File: config.mk
export PLATFORM = sky130hd
export DESIGN_NAME = resp_request_deframer
export DESIGN_NICKNAME = d
export VERILOG_FILES = /design/src/rrd_pkg.sv /design/src/resp_request_deframer.sv /design/src/rrd_parser.sv /design/src/rrd_resbuf.sv
export SDC_FILE = /design/constraint.sdc
export NUM_CORES = 1
export LEC_CHECK = 0
export BUFFER_PORTS_ARGS = -buffer_cell sky130_fd_sc_hd__buf_4
export CAP_MARGIN = 20
export CORE_MARGIN = 10
export CORE_UTILIZATION = 55
export CTS_BUF_LIST = sky130_fd_sc_hd__clkbuf_16
export DETAILED_ROUTE_END_ITERATION = 10
export PLACE_DENSITY = 0.72
export SYNTH_ARGS = -nofsm -noshare
export SYNTH_HDL_FRONTEND = slang
export SYNTH_SLANG_ARGS = --single-unit
File: constraint.sdc
create_clock -name clk -period 12.63 [get_ports clk]
set_clock_uncertainty 0.2 [all_clocks]
set_input_delay 1.8945 -clock clk [delete_from_list [all_inputs] [get_ports clk]]
set_output_delay 1.8945 -clock clk [all_outputs]
set_load 0.02 [all_outputs]
File: src/rrd_pkg.sv
// Package for the request deframer: parse phases, result kinds, status codes,
// byte constants and the result record type. No dependencies.
package rrd_pkg;

  localparam int COUNT_BITS_DEF  = 16;
  localparam int LENGTH_BITS_DEF = 32;

  localparam int BYTE_W  = 8;
  localparam int INDEX_W = 16;
  localparam int TOTAL_W = 17;
  localparam int NUM_W   = 32;
  localparam int MAX_RES = 3;

  localparam logic [BYTE_W-1:0] CH_STAR   = 8'h2A;
  localparam logic [BYTE_W-1:0] CH_DOLLAR = 8'h24;
  localparam logic [BYTE_W-1:0] CH_CR     = 8'h0D;
  localparam logic [BYTE_W-1:0] CH_LF     = 8'h0A;
  localparam logic [BYTE_W-1:0] CH_PLUS   = 8'h2B;
  localparam logic [BYTE_W-1:0] CH_MINUS  = 8'h2D;
  localparam logic [BYTE_W-1:0] CH_ZERO   = 8'h30;
  localparam logic [BYTE_W-1:0] CH_NINE   = 8'h39;
  localparam logic [BYTE_W-1:0] CH_SPACE  = 8'h20;
  localparam logic [BYTE_W-1:0] CH_TAB    = 8'h09;

  localparam logic [TOTAL_W-1:0] TOKEN_LIMIT = 17'h10000;
  localparam logic [NUM_W-1:0]   POS_LIMIT   = 32'h7FFF_FFFF;
  localparam logic [NUM_W-1:0]   NEG_LIMIT   = 32'h8000_0000;

  localparam logic [1:0] KIND_BYTE    = 2'd0;
  localparam logic [1:0] KIND_MARK    = 2'd1;
  localparam logic [1:0] KIND_SUMMARY = 2'd2;

  localparam logic [1:0] ST_COMPLETE  = 2'd0;
  localparam logic [1:0] ST_MALFORMED = 2'd1;
  localparam logic [1:0] ST_TRUNCATED = 2'd2;

  typedef enum logic [3:0] {
    PH_START, PH_GAP, PH_WORD, PH_CNT0, PH_CNT, PH_CNT_LF, PH_DOLLAR,
    PH_LEN0, PH_LEN, PH_LEN_LF, PH_BODY, PH_SKIP, PH_TRAIL, PH_ERR
  } rrd_phase_t;

  typedef struct packed {
    logic               last;
    logic [1:0]         status;
    logic [TOTAL_W-1:0] total;
    logic [INDEX_W-1:0] index;
    logic [BYTE_W-1:0]  data;
    logic [1:0]         kind;
  } rrd_result_t;

endpackage

File: src/resp_request_deframer.sv
// Request deframer top level: input register, parser, result register.
// Depends on rrd_pkg, rrd_parser and rrd_resbuf.
// Each item is registered, then its results load into the result register once free.
// Throughput: 1 item per cycle at up to 1 result each while out_tready is high.
// Reset (rst_n low, synchronous) empties both registers and returns the parser
// to the start of a message with zero tokens.
module resp_request_deframer #(
  parameter int COUNT_BITS  = rrd_pkg::COUNT_BITS_DEF,
  parameter int LENGTH_BITS = rrd_pkg::LENGTH_BITS_DEF
) (
  input  logic        clk,
  input  logic        rst_n,
  input  logic        in_tvalid,
  output logic        in_tready,
  input  logic [7:0]  in_tdata,   // [7:0] data_byte
  input  logic        in_tuser,   // [0] has_byte
  input  logic        in_tlast,   // end_of_message
  output logic        out_tvalid,
  input  logic        out_tready,
  output logic [47:0] out_tdata,  // [7:0] token_byte, [23:8] token_index,
                                  // [40:24] token_total, [42:41] status, zero above
  output logic [1:0]  out_tuser,  // [1:0] kind
  output logic        out_tlast   // last_result
);

  logic                       in_vld_r, in_vld_nxt;
  logic [rrd_pkg::BYTE_W-1:0] in_byte_r;
  logic                       in_has_r, in_eom_r;
  logic                       in_xfer, adv, free;
  rrd_pkg::rrd_result_t       res [rrd_pkg::MAX_RES];
  logic [1:0]                 res_n;
  rrd_pkg::rrd_result_t       out_res;

  assign in_xfer   = in_tvalid && in_tready;
  assign adv       = in_vld_r && free;
  assign in_tready = !in_vld_r || adv;

  always_comb begin
    if (in_xfer) in_vld_nxt = 1'b1;
    else if (adv) in_vld_nxt = 1'b0;
    else in_vld_nxt = in_vld_r;
  end

  always_ff @(posedge clk) begin
    if (!rst_n) in_vld_r <= 1'b0;
    else in_vld_r <= in_vld_nxt;
  end

  always_ff @(posedge clk) begin
    if (in_xfer) begin
      in_byte_r <= in_tdata;
      in_has_r  <= in_tuser;
      in_eom_r  <= in_tlast;
    end
  end

  rrd_parser #(
    .COUNT_BITS  (COUNT_BITS),
    .LENGTH_BITS (LENGTH_BITS)
  ) u_parser (
    .clk            (clk),
    .rst_n          (rst_n),
    .adv            (adv),
    .data_byte      (in_byte_r),
    .has_byte       (in_has_r),
    .end_of_message (in_eom_r),
    .res            (res),
    .res_n          (res_n)
  );

  rrd_resbuf u_resbuf (
    .clk       (clk),
    .rst_n     (rst_n),
    .load      (adv),
    .res       (res),
    .res_n     (res_n),
    .out_ready (out_tready),
    .out_valid (out_tvalid),
    .out_res   (out_res),
    .free      (free)
  );

  assign out_tdata = {5'b0, out_res.status, out_res.total, out_res.index, out_res.data};
  assign out_tuser = out_res.kind;
  assign out_tlast = out_res.last;

  a_summary_last: assert property (@(posedge clk) disable iff (!rst_n)
    out_tvalid && out_tuser == rrd_pkg::KIND_SUMMARY |-> out_tlast)
    else $error("summary result not marked last");

  a_load_shows: assert property (@(posedge clk) disable iff (!rst_n)
    adv && res_n != 2'd0 |=> out_tvalid)
    else $error("loaded results not presented");

  a_full_stage_adv: assert property (@(posedge clk) disable iff (!rst_n)
    in_xfer && in_vld_r |-> adv)
    else $error("input register overwritten");

  a_eom_summary: assert property (@(posedge clk) disable iff (!rst_n)
    adv && in_eom_r |-> res_n != 2'd0)
    else $error("message end without summary");

endmodule

File: src/rrd_parser.sv
// Parser state and per-item logic: one registered input item in, up to three
// result records out. Depends on rrd_pkg.
module rrd_parser #(
  parameter int COUNT_BITS  = rrd_pkg::COUNT_BITS_DEF,
  parameter int LENGTH_BITS = rrd_pkg::LENGTH_BITS_DEF
) (
  input  logic                               clk,
  input  logic                               rst_n,
  input  logic                               adv,
  input  logic [rrd_pkg::BYTE_W-1:0]         data_byte,
  input  logic                               has_byte,
  input  logic                               end_of_message,
  output rrd_pkg::rrd_result_t               res [rrd_pkg::MAX_RES],
  output logic [1:0]                         res_n
);

  localparam logic [32:0] CNT_MAX = (33'd1 << COUNT_BITS) - 33'd1;
  localparam logic [32:0] LEN_MAX = (33'd1 << LENGTH_BITS) - 33'd1;

  rrd_pkg::rrd_phase_t              phase_r, phase_nxt, b_phase;
  logic [COUNT_BITS-1:0]            elem_r, elem_nxt, b_elem;
  logic [LENGTH_BITS-1:0]           blen_r, blen_nxt, b_blen;
  logic [rrd_pkg::NUM_W-1:0]        acc_r, acc_nxt, b_acc;
  logic                             neg_r, neg_nxt, b_neg;
  logic                             dig_r, dig_nxt, b_dig;
  logic [rrd_pkg::TOTAL_W-1:0]      td_r, td_nxt, b_td;
  logic [1:0]                       skip_r, skip_nxt, b_skip;
  logic [1:0]                       ms_r, ms_nxt, b_ms;
  logic                             emit_tok, emit_mark;

  logic [rrd_pkg::BYTE_W-1:0]       b;
  logic                             is_space, is_digit, is_sign, first, in_range;
  logic                             at_limit, len_bad;
  logic [35:0]                      acc10;
  logic [rrd_pkg::NUM_W-1:0]        acc_sat;
  logic [1:0]                       sum_st;
  logic                             end_word;

  assign b        = data_byte;
  assign is_space = b inside {rrd_pkg::CH_SPACE, [rrd_pkg::CH_TAB:rrd_pkg::CH_CR]};
  assign is_digit = b inside {[rrd_pkg::CH_ZERO:rrd_pkg::CH_NINE]};
  assign is_sign  = (b == rrd_pkg::CH_PLUS) || (b == rrd_pkg::CH_MINUS);
  assign first    = (phase_r == rrd_pkg::PH_CNT0) || (phase_r == rrd_pkg::PH_LEN0);
  assign acc10    = ({4'b0, acc_r} << 3) + ({4'b0, acc_r} << 1) + {32'b0, b[3:0]};
  assign acc_sat  = (|acc10[35:32]) ? '1 : acc10[31:0];
  assign in_range = neg_r ? (acc_r <= rrd_pkg::NEG_LIMIT) : (acc_r <= rrd_pkg::POS_LIMIT);
  assign at_limit = td_r >= rrd_pkg::TOKEN_LIMIT;
  assign len_bad  = (b != rrd_pkg::CH_LF) || !in_range || (neg_r && acc_r != '0) ||
                    ({1'b0, acc_r} > LEN_MAX);

  // byte step
  always_comb begin
    b_phase = phase_r; b_elem = elem_r; b_blen = blen_r; b_acc = acc_r;
    b_neg = neg_r; b_dig = dig_r; b_td = td_r; b_skip = skip_r; b_ms = ms_r;
    emit_tok = 1'b0; emit_mark = 1'b0;
    if (has_byte) begin
      case (phase_r)
        rrd_pkg::PH_START, rrd_pkg::PH_GAP: begin
          if (phase_r == rrd_pkg::PH_START && b == rrd_pkg::CH_STAR) begin
            b_acc = '0; b_neg = 1'b0; b_dig = 1'b0;
            b_phase = rrd_pkg::PH_CNT0;
          end else if (is_space) begin
            b_phase = rrd_pkg::PH_GAP;
          end else if (at_limit) begin
            b_ms = rrd_pkg::ST_MALFORMED; b_phase = rrd_pkg::PH_ERR;
          end else begin
            emit_tok = 1'b1; b_phase = rrd_pkg::PH_WORD;
          end
        end
        rrd_pkg::PH_WORD: begin
          if (is_space) begin
            emit_mark = 1'b1; b_td = td_r + 1'b1; b_phase = rrd_pkg::PH_GAP;
          end else begin
            emit_tok = 1'b1;
          end
        end
        rrd_pkg::PH_CNT0, rrd_pkg::PH_CNT, rrd_pkg::PH_LEN0, rrd_pkg::PH_LEN: begin
          if (is_digit) begin
            b_acc = acc_sat; b_dig = 1'b1;
            b_phase = (phase_r == rrd_pkg::PH_CNT0 || phase_r == rrd_pkg::PH_CNT) ?
                      rrd_pkg::PH_CNT : rrd_pkg::PH_LEN;
          end else if (first && is_sign) begin
            b_neg = (b == rrd_pkg::CH_MINUS);
            b_phase = (phase_r == rrd_pkg::PH_CNT0) ? rrd_pkg::PH_CNT : rrd_pkg::PH_LEN;
          end else if (b == rrd_pkg::CH_CR && dig_r) begin
            b_phase = (phase_r == rrd_pkg::PH_CNT0 || phase_r == rrd_pkg::PH_CNT) ?
                      rrd_pkg::PH_CNT_LF : rrd_pkg::PH_LEN_LF;
          end else begin
            b_ms = rrd_pkg::ST_MALFORMED; b_phase = rrd_pkg::PH_ERR;
          end
        end
        rrd_pkg::PH_CNT_LF: begin
          if (b != rrd_pkg::CH_LF || !in_range) begin
            b_ms = rrd_pkg::ST_MALFORMED; b_phase = rrd_pkg::PH_ERR;
          end else begin
            if (neg_r) b_elem = '0;
            else if ({1'b0, acc_r} > CNT_MAX) b_elem = CNT_MAX[COUNT_BITS-1:0];
            else b_elem = acc_r[COUNT_BITS-1:0];
            b_phase = (b_elem != '0) ? rrd_pkg::PH_DOLLAR : rrd_pkg::PH_TRAIL;
          end
        end
        rrd_pkg::PH_DOLLAR: begin
          if (b != rrd_pkg::CH_DOLLAR || at_limit) begin
            b_ms = rrd_pkg::ST_MALFORMED; b_phase = rrd_pkg::PH_ERR;
          end else begin
            b_acc = '0; b_neg = 1'b0; b_dig = 1'b0; b_phase = rrd_pkg::PH_LEN0;
          end
        end
        rrd_pkg::PH_LEN_LF: begin
          if (len_bad) begin
            b_ms = rrd_pkg::ST_MALFORMED; b_phase = rrd_pkg::PH_ERR;
          end else begin
            b_blen = acc_r[LENGTH_BITS-1:0];
            if (acc_r == '0) begin
              emit_mark = 1'b1; b_td = td_r + 1'b1;
              b_elem = (elem_r != '0) ? elem_r - 1'b1 : elem_r;
              b_skip = 2'd2; b_phase = rrd_pkg::PH_SKIP;
            end else begin
              b_phase = rrd_pkg::PH_BODY;
            end
          end
        end
        rrd_pkg::PH_BODY: begin
          emit_tok = 1'b1;
          b_blen = blen_r - 1'b1;
          if (b_blen == '0) begin
            emit_mark = 1'b1; b_td = td_r + 1'b1;
            b_elem = (elem_r != '0) ? elem_r - 1'b1 : elem_r;
            b_skip = 2'd2; b_phase = rrd_pkg::PH_SKIP;
          end
        end
        rrd_pkg::PH_SKIP: begin
          b_skip = (skip_r != 2'd0) ? skip_r - 2'd1 : skip_r;
          if (b_skip == 2'd0)
            b_phase = (elem_r != '0) ? rrd_pkg::PH_DOLLAR : rrd_pkg::PH_TRAIL;
        end
        default: begin
        end
      endcase
    end
  end

  // next state
  always_comb begin
    if (end_of_message) begin
      phase_nxt = rrd_pkg::PH_START; elem_nxt = '0; blen_nxt = '0; acc_nxt = '0;
      neg_nxt = 1'b0; dig_nxt = 1'b0; td_nxt = '0; skip_nxt = 2'd0;
      ms_nxt = rrd_pkg::ST_COMPLETE;
    end else begin
      phase_nxt = b_phase; elem_nxt = b_elem; blen_nxt = b_blen; acc_nxt = b_acc;
      neg_nxt = b_neg; dig_nxt = b_dig; td_nxt = b_td; skip_nxt = b_skip;
      ms_nxt = b_ms;
    end
  end

  // results
  assign end_word = (b_phase == rrd_pkg::PH_WORD);

  always_comb begin
    if (b_ms != rrd_pkg::ST_COMPLETE) begin
      sum_st = b_ms;
    end else begin
      case (b_phase)
        rrd_pkg::PH_CNT0, rrd_pkg::PH_CNT, rrd_pkg::PH_CNT_LF, rrd_pkg::PH_DOLLAR,
        rrd_pkg::PH_LEN0, rrd_pkg::PH_LEN, rrd_pkg::PH_LEN_LF, rrd_pkg::PH_BODY:
          sum_st = rrd_pkg::ST_TRUNCATED;
        rrd_pkg::PH_SKIP:
          sum_st = (b_elem != '0) ? rrd_pkg::ST_TRUNCATED : rrd_pkg::ST_COMPLETE;
        default:
          sum_st = rrd_pkg::ST_COMPLETE;
      endcase
    end
  end

  always_comb begin
    for (int i = 0; i < rrd_pkg::MAX_RES; i++) res[i] = '0;
    res_n = 2'd0;
    if (emit_tok) begin
      res[res_n].kind  = rrd_pkg::KIND_BYTE;
      res[res_n].data  = b;
      res[res_n].index = td_r[rrd_pkg::INDEX_W-1:0];
      res_n = res_n + 2'd1;
    end
    if (emit_mark) begin
      res[res_n].kind  = rrd_pkg::KIND_MARK;
      res[res_n].index = td_r[rrd_pkg::INDEX_W-1:0];
      res_n = res_n + 2'd1;
    end
    if (end_of_message) begin
      if (end_word) begin
        res[res_n].kind  = rrd_pkg::KIND_MARK;
        res[res_n].index = b_td[rrd_pkg::INDEX_W-1:0];
        res_n = res_n + 2'd1;
      end
      res[res_n].kind   = rrd_pkg::KIND_SUMMARY;
      res[res_n].total  = b_td + {16'b0, end_word};
      res[res_n].status = sum_st;
      res_n = res_n + 2'd1;
    end
    if (res_n != 2'd0) res[res_n - 2'd1].last = 1'b1;
  end

  always_ff @(posedge clk) begin
    if (!rst_n) begin
      phase_r <= rrd_pkg::PH_START; elem_r <= '0; blen_r <= '0; acc_r <= '0;
      neg_r <= 1'b0; dig_r <= 1'b0; td_r <= '0; skip_r <= 2'd0;
      ms_r <= rrd_pkg::ST_COMPLETE;
    end else if (adv) begin
      phase_r <= phase_nxt; elem_r <= elem_nxt; blen_r <= blen_nxt; acc_r <= acc_nxt;
      neg_r <= neg_nxt; dig_r <= dig_nxt; td_r <= td_nxt; skip_r <= skip_nxt;
      ms_r <= ms_nxt;
    end
  end

endmodule

File: src/rrd_resbuf.sv
// Result register: holds the up to three results of one item and shifts
// them out one transfer at a time. Depends on rrd_pkg.
module rrd_resbuf (
  input  logic                 clk,
  input  logic                 rst_n,
  input  logic                 load,
  input  rrd_pkg::rrd_result_t res [rrd_pkg::MAX_RES],
  input  logic [1:0]           res_n,
  input  logic                 out_ready,
  output logic                 out_valid,
  output rrd_pkg::rrd_result_t out_res,
  output logic                 free
);

  rrd_pkg::rrd_result_t ent_r [rrd_pkg::MAX_RES];
  logic [1:0]           cnt_r, cnt_nxt;
  logic                 pop;

  assign out_valid = (cnt_r != 2'd0);
  assign out_res   = ent_r[0];
  assign pop       = out_valid && out_ready;
  assign free      = (cnt_r == 2'd0) || (cnt_r == 2'd1 && pop);

  always_comb begin
    if (load) cnt_nxt = res_n;
    else if (pop) cnt_nxt = cnt_r - 2'd1;
    else cnt_nxt = cnt_r;
  end

  always_ff @(posedge clk) begin
    if (!rst_n) cnt_r <= 2'd0;
    else cnt_r <= cnt_nxt;
  end

  always_ff @(posedge clk) begin
    if (load) begin
      ent_r <= res;
    end else if (pop) begin
      ent_r[0] <= ent_r[1];
      ent_r[1] <= ent_r[2];
    end
  end

endmodule

==> run summary <==
The number of routed nets with antenna violations came out at 0. The detailed-route wire length came out at 44,600 µm. The post-detailed-route DRC marker count is 0. IR analysis of the VDD net gives a maximum drop of 0.0929 mV. The first detailed-routing pass took 8 iterations. TritonCTS built the clock tree.

The category of the critical setup timing path is flip-flop to flip-flop. In this run, synthesis produced a sequential element count of 242. The transition at the pin with the smallest max-transition slack is 1.06 ns. The count of vias placed by the detailed router is 13,859. The library cell used most frequently in the layout, excluding fill and tap cells, is sky130_fd_sc_hd__nand2_1. The maximum number of pins on one net before global-route repair came out at 92. The clock share of power came out at 32.2%.

Timing would allow up to 163 MHz. The CTS sink count is 242. The via count of the first global-routing pass came to 13,215. The share of flip-flops with an asynchronous set or reset came out at 0%.

The power after layout is 2270 µW. The number of buffers inserted during clock tree synthesis came out at 27. The quantity of I/O buffers inserted on ports is 61.

The width of the die is 190 µm. The delay of the slowest critical-path stage came out at 0.75 ns. The starting density of the core came out at 55.6%. The global-route wire length before repair came out at 72,100 µm. The internal power of the cells totals 1550 µW. The largest fanout of any net on the critical path came out at 17. The switching part of the total is 31.5%. The worst setup path is launched from a flip-flop.

Walking the worst path, the cells encountered are inv_1, ha_1, or3b_1, nor4_1, nand4_1, nand4_1, nor4_4, a2bb2oi_1, nand2_1, nor3b_1, inv_1, fa_1, ha_1, nand3_1, o21ai_0. The clock latency on the worst-skew pair is 0.55 ns. In the layout the commonest cells are 198 x sky130_fd_sc_hd__nand2_1, 193 x sky130_fd_sc_hd__nor2_1, 173 x sky130_fd_sc_hd__o21ai_0. The part of the Yosys area used for sequential elements came out at 38.8%.

The initial antenna violation count is 0. The number of placed I/O pins is 67. For this run, the number of Yosys warnings is 0. The detailed-route wire length per cell came out at 20.1 µm. The run finished with clean final reports. In the routed layout, each cell is associated on average with a via count of 6.24. The count of flip-flops with a built-in enable after synthesis came out at 132. The top cell type by area accounts for 24.9% of the synthesized area. The floorplan die height is 190 µm. The relative max-transition margin is 29.2%. The die footprint came out at 36,100 µm². The instance count of the mapped netlist came out at 1,864. Of all cell types, the one taking the most synthesized area is sky130_fd_sc_hd__edfxtp_1. The part of the cycle the worst path needs came out at 48.5%. The synthesized area divided by synthesized cell count is 8.53 µm².

The share of total power dissipated in combinational logic is 22.3%. The leakage power is 0.00659 µW. The summed negative setup slack over all endpoints came out at 0 ns.

The critical path data arrival time came out at 6.27 ns. The H-tree level count came out at 1. The number of max-slew violations in the final report came out at 0. The kind of capture point of the worst setup path is a flip-flop.

By area the synthesized netlist is led by sky130_fd_sc_hd__edfxtp_1 25%, sky130_fd_sc_hd__dfxtp_1 14%, sky130_fd_sc_hd__ha_1 6.1%. The row count came out at 62. The setup violation total in the final timing report came out at 0.

The hold violation count in the final report came out at 0. The routability congestion estimate from global placement is 0.966. The netlist area before placement came out at 15,900 µm². For this design, the slowest cell found on the critical path is sky130_fd_sc_hd__nor4_1.

The first routing iteration left 1,474 violations. The number of distinct library cells after synthesis is 87. The placed instance area came out at 16,200 µm².

The layout overhead on the synthesized area came out at 6.94%. CTS placed an instance of sky130_fd_sc_hd__clkbuf_16 at the clock tree root. The time the final worst path needs with I/O delays and setup is 6.12 ns. Setup repair after global routing left no endpoint under its margin. The buffer levels on the longest clock path came out at 3. The number of antenna diodes in the final layout is 0. The core outline area is 28,600 µm². The net load switching power came out at 716 µW. The net count of the finished layout came out at 1,910. The post-layout instance area is 17,000 µm². The CTS clock-pin slew for the worst setup and hold paths came out at 0.06 ns. For this design, the CTS-stage hold fixing added 0 buffers. Dividing total power by cell area gives a power density of 133 nW/µm². At the worst endpoint, the required time is 12.78 ns.

Across the run, the number of max-cap violations was 0. The worst hold path class is flip-flop to flip-flop. The number of fillers in the final layout came out at 2,560.

The post-CTS resize count came out at 0. The proportion of layout cells with a drive suffix above 1 came out at 7.68%. The residual overflow from global routing came out at 0. The fraction of power consumed by sequential logic is 45.6%. Counting both buffers and inverters, the worst setup path holds a total of 2. The cell family contributing the most delay on the critical path is simple AND/OR/NAND/NOR gates. The setup fix buffers added after clock tree synthesis came out at 0. Among all flip-flop cells after synthesis, the most frequent one is sky130_fd_sc_hd__edfxtp_1. The post-DP HPWL is 31,200 µm. The total routing resource utilization after global routing is 24.2%.
[worst reg2reg max path: stages, from the launching register on]
cell	delay, ns
sky130_fd_sc_hd__dfxtp_1	0.37
sky130_fd_sc_hd__inv_1	0.11
sky130_fd_sc_hd__ha_1	0.25
sky130_fd_sc_hd__or3b_1	0.51
sky130_fd_sc_hd__nor4_1	0.75
sky130_fd_sc_hd__nand4_1	0.25
sky130_fd_sc_hd__nand4_1	0.22
sky130_fd_sc_hd__nor4_4	0.12
sky130_fd_sc_hd__a2bb2oi_1	0.25
sky130_fd_sc_hd__nand2_1	0.09
sky130_fd_sc_hd__nor3b_1	0.63
sky130_fd_sc_hd__inv_1	0.19
sky130_fd_sc_hd__fa_1	0.65
sky130_fd_sc_hd__ha_1	0.25
sky130_fd_sc_hd__nand3_1	0.67
sky130_fd_sc_hd__o21ai_0	0.44
[synthesized netlist by cell type, types with 23 or more instances]
| library cell | number |
|---|---|
| sky130_fd_sc_hd__nand2_1 | 198 |
| sky130_fd_sc_hd__nor2_1 | 193 |
| sky130_fd_sc_hd__o21ai_0 | 173 |
| sky130_fd_sc_hd__edfxtp_1 | 132 |
| sky130_fd_sc_hd__dfxtp_1 | 110 |
| sky130_fd_sc_hd__clkbuf_1 | 101 |
| sky130_fd_sc_hd__a21oi_1 | 91 |
| sky130_fd_sc_hd__ha_1 | 78 |
| sky130_fd_sc_hd__buf_4 | 50 |
| sky130_fd_sc_hd__xnor2_1 | 49 |
| sky130_fd_sc_hd__and2_1 | 48 |
| sky130_fd_sc_hd__nor2b_1 | 45 |
| sky130_fd_sc_hd__nor3_1 | 45 |
| sky130_fd_sc_hd__inv_1 | 43 |
| sky130_fd_sc_hd__nand3_1 | 40 |
| sky130_fd_sc_hd__a22oi_1 | 38 |
| sky130_fd_sc_hd__nor4_1 | 34 |
| sky130_fd_sc_hd__a21o_1 | 28 |
| sky130_fd_sc_hd__and3_1 | 23 |
| sky130_fd_sc_hd__xor2_1 | 23 |
[worst paths after layout]
check                startpoint                    to  slack (ns)  depth (start not counted)
min reg2reg    u_parser.ms_r[1]      u_parser.ms_r[1]        0.31                          1
max          u_parser.blen_r[0]  u_resbuf.out_res[28]        6.51                         15
min            u_parser.ms_r[1]      u_parser.ms_r[1]        0.31                          1
max reg2reg  u_parser.blen_r[0]  u_resbuf.out_res[28]        6.51                         15
[kinds of logic after synthesis]
family | synth area share, %
adder cells (fa/ha/maj) | 6.51
other | 0.0236
buffers and inverters | 5.96
XOR/XNOR | 4.07
flip-flops | 38.8
AO/OA/AOI/OAI | 21.2
AND/OR/NAND/NOR | 23.2
multiplexers | 0.252
[through the flow]
stage | setup WS (ns) | util, % | cells | hold slack, ns
2_1_floorplan | 7.39 | - | 1868 | 0.268
3_3_place_gp | 6.85 | 56.6 | 2170 | 0.295
3_5_place_dp | 6.62 | 56.6 | 2170 | 0.301
4_1_cts | 6.60 | 59.4 | 2220 | 0.309
5_1_grt | 6.10 | 59.4 | 2220 | 0.339
6_report | 6.51 | 59.4 | 2220 | 0.308
[final cells by class]
class,instances,area [µm²],area share (%)
sequential,242,6170,36.3
timing repair buffer,76,571,3.35
tap,384,480,2.82
inverter,44,165,0.971
multi-input combinational,1424,8820,51.9
clock inverter,23,125,0.736
clock buffer,27,676,3.97
[registers in the layout, summed over array words and instances (netlist names), 2 cells and up]
| register | count |
|---|---|
| u_resbuf.cnt_r | 2 |
| u_resbuf.out_res | 46 |
| u_parser.td_r | 17 |
| u_parser.skip_r | 2 |
| in_byte_r | 8 |
| u_resbuf.ent_r | 76 |
| u_parser.blen_r | 32 |
| u_parser.ms_r | 2 |
| u_parser.acc_r | 32 |
| u_parser.phase_r | 4 |
| u_parser.elem_r | 16 |
[routing by layer]
layer,wire [µm],GRT usage [%]
met5,0,0
met4,1470,8.64
met2,20800,40.0
met1,19300,31.7
met3,3040,3.17
[power by group through the flow]
| stage | registers (µW) | clock network (µW) | logic, µW |
|---|---|---|---|
| 2_1_floorplan | 1030 | 0 | 397 |
| 3_3_place_gp | 1050 | 0 | 499 |
| 3_5_place_dp | 1050 | 0 | 506 |
| 4_1_cts | 1040 | 739 | 508 |
| 5_1_grt | 1050 | 769 | 559 |
| 6_report | 1030 | 730 | 505 |
No activity file was read; power rests on OpenSTA's default activity.
